`src/rtl/psd_pkg.sv`:
```
// ----------------------------------------------------------------------------
// psd_pkg
// Shared widths, selection codes and stage records for the point to segment
// squared distance pipeline.
// ----------------------------------------------------------------------------
`default_nettype none

package psd_pkg;

    localparam int COORD_W = 16;
    localparam int DIST_W  = 33;

    // Projection divider: |num| < 2^50, den < 2^33, |quotient| < 2^17.
    localparam int NUM1_W = 51;
    localparam int DEN1_W = 33;
    localparam int QUO1_W = 18;

    // Second-axis divider: |num| < 2^32, divisor < 2^16, quotient < 2^16.
    localparam int NUM2_W = 33;
    localparam int DEN2_W = 17;
    localparam int QUO2_W = 17;

    localparam logic [DIST_W-1:0] DIST_MAX = 33'd8589672450;

    typedef logic signed [COORD_W-1:0] coord_t;

    // Which point the projection settles on.
    typedef enum logic [1:0] {
        SEL_LEFT,
        SEL_RIGHT,
        SEL_MID
    } psd_sel_t;

    // Carried alongside the projection divider.
    typedef struct packed {
        logic                degen;
        logic                neg;
        coord_t              x1;
        coord_t              y1;
        coord_t              x2;
        coord_t              y2;
        coord_t              qx;
        coord_t              qy;
        logic [16:0]         dx;
        logic signed [16:0]  dy;
    } psd_side1_t;

    // Carried alongside the second-axis divider.
    typedef struct packed {
        logic     degen;
        psd_sel_t sel;
        logic     use_x;
        logic     neg;
        coord_t   x;
        coord_t   x1;
        coord_t   y1;
        coord_t   x2;
        coord_t   y2;
        coord_t   qx;
        coord_t   qy;
    } psd_side2_t;

endpackage

`default_nettype wire

```
`src/rtl/psd_div.sv`:
```
// ----------------------------------------------------------------------------
// psd_div
// Pipelined restoring divider, one quotient bit per stage, with a sideband
// that travels with each request. The caller guarantees num < den * 2^QUO_W.
// ----------------------------------------------------------------------------
`default_nettype none

module psd_div
    import psd_pkg::*;
#(
    parameter int NUM_W  = NUM1_W,
    parameter int DEN_W  = DEN1_W,
    parameter int QUO_W  = QUO1_W,
    parameter int SIDE_W = 1
) (
    input  logic              aclk,
    input  logic              aresetn,
    input  logic              en,
    input  logic              in_valid,
    input  logic [NUM_W-1:0]  in_num,
    input  logic [DEN_W-1:0]  in_den,
    input  logic [SIDE_W-1:0] in_side,
    output logic              out_valid,
    output logic [QUO_W-1:0]  out_quo,
    output logic [SIDE_W-1:0] out_side
);

    logic              v_reg    [0:QUO_W];
    logic [DEN_W-1:0]  rem_reg  [0:QUO_W];
    logic [QUO_W-1:0]  low_reg  [0:QUO_W];
    logic [DEN_W-1:0]  den_reg  [0:QUO_W];
    logic [SIDE_W-1:0] side_reg [0:QUO_W];

    // Load stage: the upper dividend bits form the starting remainder.
    always_ff @(posedge aclk) begin
        if (!aresetn) begin
            v_reg[0] <= 1'b0;
        end else if (en) begin
            v_reg[0] <= in_valid;
        end
    end

    always_ff @(posedge aclk) begin
        if (en) begin
            rem_reg[0]  <= DEN_W'(in_num >> QUO_W);
            low_reg[0]  <= in_num[QUO_W-1:0];
            den_reg[0]  <= in_den;
            side_reg[0] <= in_side;
        end
    end

    // One shift, compare and subtract per stage.
    for (genvar k = 1; k <= QUO_W; k++) begin : g_step
        logic [DEN_W:0] trial;
        logic [DEN_W:0] diff;
        logic           ge;

        always_comb begin
            trial = {rem_reg[k-1], low_reg[k-1][QUO_W-1]};
            diff  = trial - {1'b0, den_reg[k-1]};
            ge    = (trial >= {1'b0, den_reg[k-1]});
        end

        always_ff @(posedge aclk) begin
            if (!aresetn) begin
                v_reg[k] <= 1'b0;
            end else if (en) begin
                v_reg[k] <= v_reg[k-1];
            end
        end

        always_ff @(posedge aclk) begin
            if (en) begin
                rem_reg[k]  <= ge ? diff[DEN_W-1:0] : trial[DEN_W-1:0];
                low_reg[k]  <= {low_reg[k-1][QUO_W-2:0], ge};
                den_reg[k]  <= den_reg[k-1];
                side_reg[k] <= side_reg[k-1];
            end
        end
    end

    assign out_valid = v_reg[QUO_W];
    assign out_quo   = low_reg[QUO_W];
    assign out_side  = side_reg[QUO_W];

endmodule

`default_nettype wire

```
`config.mk`:
```
export PLATFORM = sky130hd
export DESIGN_NAME = psd_div
export DESIGN_NICKNAME = d
export VERILOG_FILES = /design/src/rtl/psd_pkg.sv /design/src/rtl/psd_div.sv
export SDC_FILE = /design/constraint.sdc
export NUM_CORES = 2
export LEC_CHECK = 0
export ABC_AREA = 1
export BUFFER_PORTS_ARGS = -buffer_cell sky130_fd_sc_hd__buf_4
export CORE_AREA = 2 2 536 538
export DETAILED_ROUTE_END_ITERATION = 10
export DIE_AREA = 0 0 538 540
export SETUP_SLACK_MARGIN = 0.2
export SLEW_MARGIN = 40
export SYNTH_ARGS = -nofsm -noshare
export SYNTH_HDL_FRONTEND = slang
export SYNTH_SLANG_ARGS = --single-unit
```
`constraint.sdc`:
```
create_clock -name aclk -period 7 [get_ports aclk]
set_clock_uncertainty 0.2 [all_clocks]
set_input_delay 0.7 -clock aclk [delete_from_list [all_inputs] [get_ports aclk]]
set_output_delay 0.7 -clock aclk [all_outputs]
set_load 0.02 [all_outputs]
```
==> results.json <==
{
  "slew_viol_final": 0,
  "dp_cells": 17000,
  "r2r-start": "den_reg[6][19]",
  "final_hold_viol_count": 0,
  "nNetsFinal": 14200,
  "synth_edf_count": 1567,
  "synthCells": 13200,
  "async_flop_share_pct": 0,
  "cp_max_fo": 35,
  "grt_max_degree": 160,
  "yosys_warnings": 0,
  "drc_errors": 0,
  "grt_overflow": 0,
  "mostFrequentLayoutCell": "nand2_1",
  "place_ws_ns": 3.45,
  "utilization_pct": 40.3,
  "leakagePower_nw": 58.5,
  "final_cells": 17500,
  "place.gp.congestion": 0.964,
  "holdWs_ns": 0.181,
  "cts_resized": 0,
  "drive_above_1_share_pct": 5.05,
  "drt-wirelength-per-cell_um": 18.7,
  "synthDominantCellAreaShare_pct": 46.1,
  "drt-pass1-iter-count": 8,
  "hold_path_depth": 1,
  "place_hpwl_um": 260000,
  "syn-mean-instance-area_um2": 7.72,
  "arrival_ns": 4.00,
  "synth_area_um2": 102000,
  "grt_use_total_pct": 22.2,
  "io_pins": 109,
  "port_buffers": 108,
  "core-area_um2": 284000,
  "numCtsBuffers": 193,
  "area_growth_syn_to_layout_pct": 12.2,
  "clockBufferDepth": 4,
  "clock-root-buffer": "clkbuf_16",
  "slew_headroom_pct": 42.2,
  "vdd_drop_max_mv": 0.220,
  "end_kind": "register",
  "synthesis.nets": 13900,
  "cts_tree": "built",
  "drt_iter0_drc": 7211,
  "grt_first_pass_wirelength_um": 492000,
  "ys_types": 43,
  "drt.antenna.violating_nets": 0,
  "ys_seq_area_share_pct": 46.1,
  "critPathLaunchType": "register",
  "rows": 196,
  "via_per_inst": 4.76,
  "status": "finished clean",
  "clkTransAtPathRegs_ns": 0.06,
  "ff2ff_path_depth": 13,
  "period_minus_slack_ns": 3.58,
  "setup_ws_ns": 3.42,
  "r2r-end": "rem_reg[7][28]",
  "hold_path.class": "in -> reg",
  "grt_pass1_vias": 79100,
  "ys.flop_type": "edfxtp_1",
  "synthTopCellsByArea": "edfxtp_1 46%, nand2_1 19%, inv_1 10%",
  "fmax_mhz": 279,
  "layout_common_cells": "5149 x nand2_1, 2747 x inv_1, 1567 x edfxtp_1, 987 x nand3_1, 724 x nor2_1",
  "die_w_um": 538,
  "setup_viol": 0,
  "clk-insertion-delay-late_ns": 0.88,
  "worstSetupEndpoint": "rem_reg[7][28]",
  "cp-startpoint": "den_reg[6][19]",
  "nFillCells": 29300,
  "finalWirelength_um": 327000,
  "die_height_um": 540,
  "rsz0062_at_grt": "false",
  "worstMarginPinSlew_ns": 0.864,
  "criticalPathCategory": "reg -> reg",
  "crit_required_ns": 7.42,
  "yosysTopAreaCell": "edfxtp_1",
  "finalCritPeriodShare_pct": 51.1,
  "via_count": 83100,
  "htreeDepth": 4,
  "p_per_area_nw_per_um2": 435,
  "initial_core_util_pct": 35.9,
  "dieArea_um2": 291000,
  "finalSetupTns_ns": 0,
  "ys_ff_latch": 1568,
  "cap_violations": 0,
  "clock-sinks": 1568,
  "grt_antenna_before_repair": 4,
  "r2r_slack_ns": 3.42
}
==> metal layers <==
metal  vias up  global-route usage [%]  share of wire [%]
met1     38500                    29.8                 44
met3       475                    2.41                5.3
met4         0                    7.90                3.9
met5         -                       0                  0
met2      2229                    37.1                 47
li1      41900                       -                  -
==> worst max-delay path: stages, from the launching register on <==
cell and delay (ns):
edfxtp_1 0.53, inv_1 0.08, ha_1 0.36, nand2_1 0.15, nor2_1 0.08, nand2_1 0.08, nor2_1 0.05, nand2_1 0.08
nand3_1 0.08, nor2_2 0.58, buf_4 0.40, nand2_4 0.32, nand2_1 0.20, nand2_1 0.09
==> repair_timing <==
action,CTS,global route
hold buffers,87,0
buffers inserted,0,0
hold endpoints to repair,87,0
==> synth_stat cells (49+ instances only) <==
cell type / instances
nor3_1: 135
nand2_1: 5150
edfxtp_1: 1567
nand3_2: 80
nor2_1: 724
nand3_1: 987
xor2_1: 223
inv_1: 2747
a21oi_1: 358
ha_1: 594
nand3b_1: 163
and2_1: 68
buf_6: 49
buf_2: 99
==> per-stage QoR <==
| stage | power [W] | instance area [um^2] |
|---|---|---|
| 5_1_grt | 0.0538 | 115000 |
| 6_report | 0.0498 | 115000 |
| 3_5_place_dp | 0.0392 | 107000 |
| 2_1_floorplan | 0.0317 | 102000 |
| 4_1_cts | 0.0499 | 114000 |
| 3_3_place_gp | 0.0391 | 107000 |
==> worst min path at each step <==
stage                         start  slack (ns)              end
finish                           en        0.18    low_reg[0][4]
global route                     en        0.21    low_reg[0][4]
CTS                              en        0.18    low_reg[0][4]
detailed placement  low_reg[10][12]        0.20  low_reg[11][13]
global placement      low_reg[9][9]        0.20  low_reg[10][10]
floorplan             low_reg[9][9]        0.20  low_reg[10][10]
==> report_power, final <==
part,internal [W],total [W],switching [W]
Clock,0.00621,0.0104,0.00420
Sequential,0.0135,0.0156,0.00207
Combinational,0.00760,0.0238,0.0162
Total,0.0274,0.0498,0.0225
==> area by class of cell <==
cell class / count / area, um^2 / share of cell area [%]
clock buffers: 227 / 5100 / 4.45
well taps: 3762 / 4710 / 4.11
diodes: 16 / 40.0 / 0.0349
clock inverters: 123 / 1390 / 1.21
multi-input cells: 8753 / 43600 / 38.0
repair buffers: 242 / 2330 / 2.04
flip-flops and latches: 1568 / 47100 / 41.1
inverters: 2760 / 10400 / 9.04
==> logic make-up (layout without fill, tap and decap cells) <==
| family | after synthesis | in the layout | synth area share, % |
|---|---|---|---|
| xor+xnor | 242 | 242 | 2.07 |
| other cells | 0 | 16 | 0 |
| compound gates | 426 | 426 | 2.17 |
| fa+ha+maj | 611 | 611 | 7.61 |
| buf+inv | 2915 | 3352 | 11.3 |
| flops | 1568 | 1568 | 46.1 |
| simple gates | 7474 | 7474 | 30.8 |
Note: power is estimated with default switching activity, not from simulation.
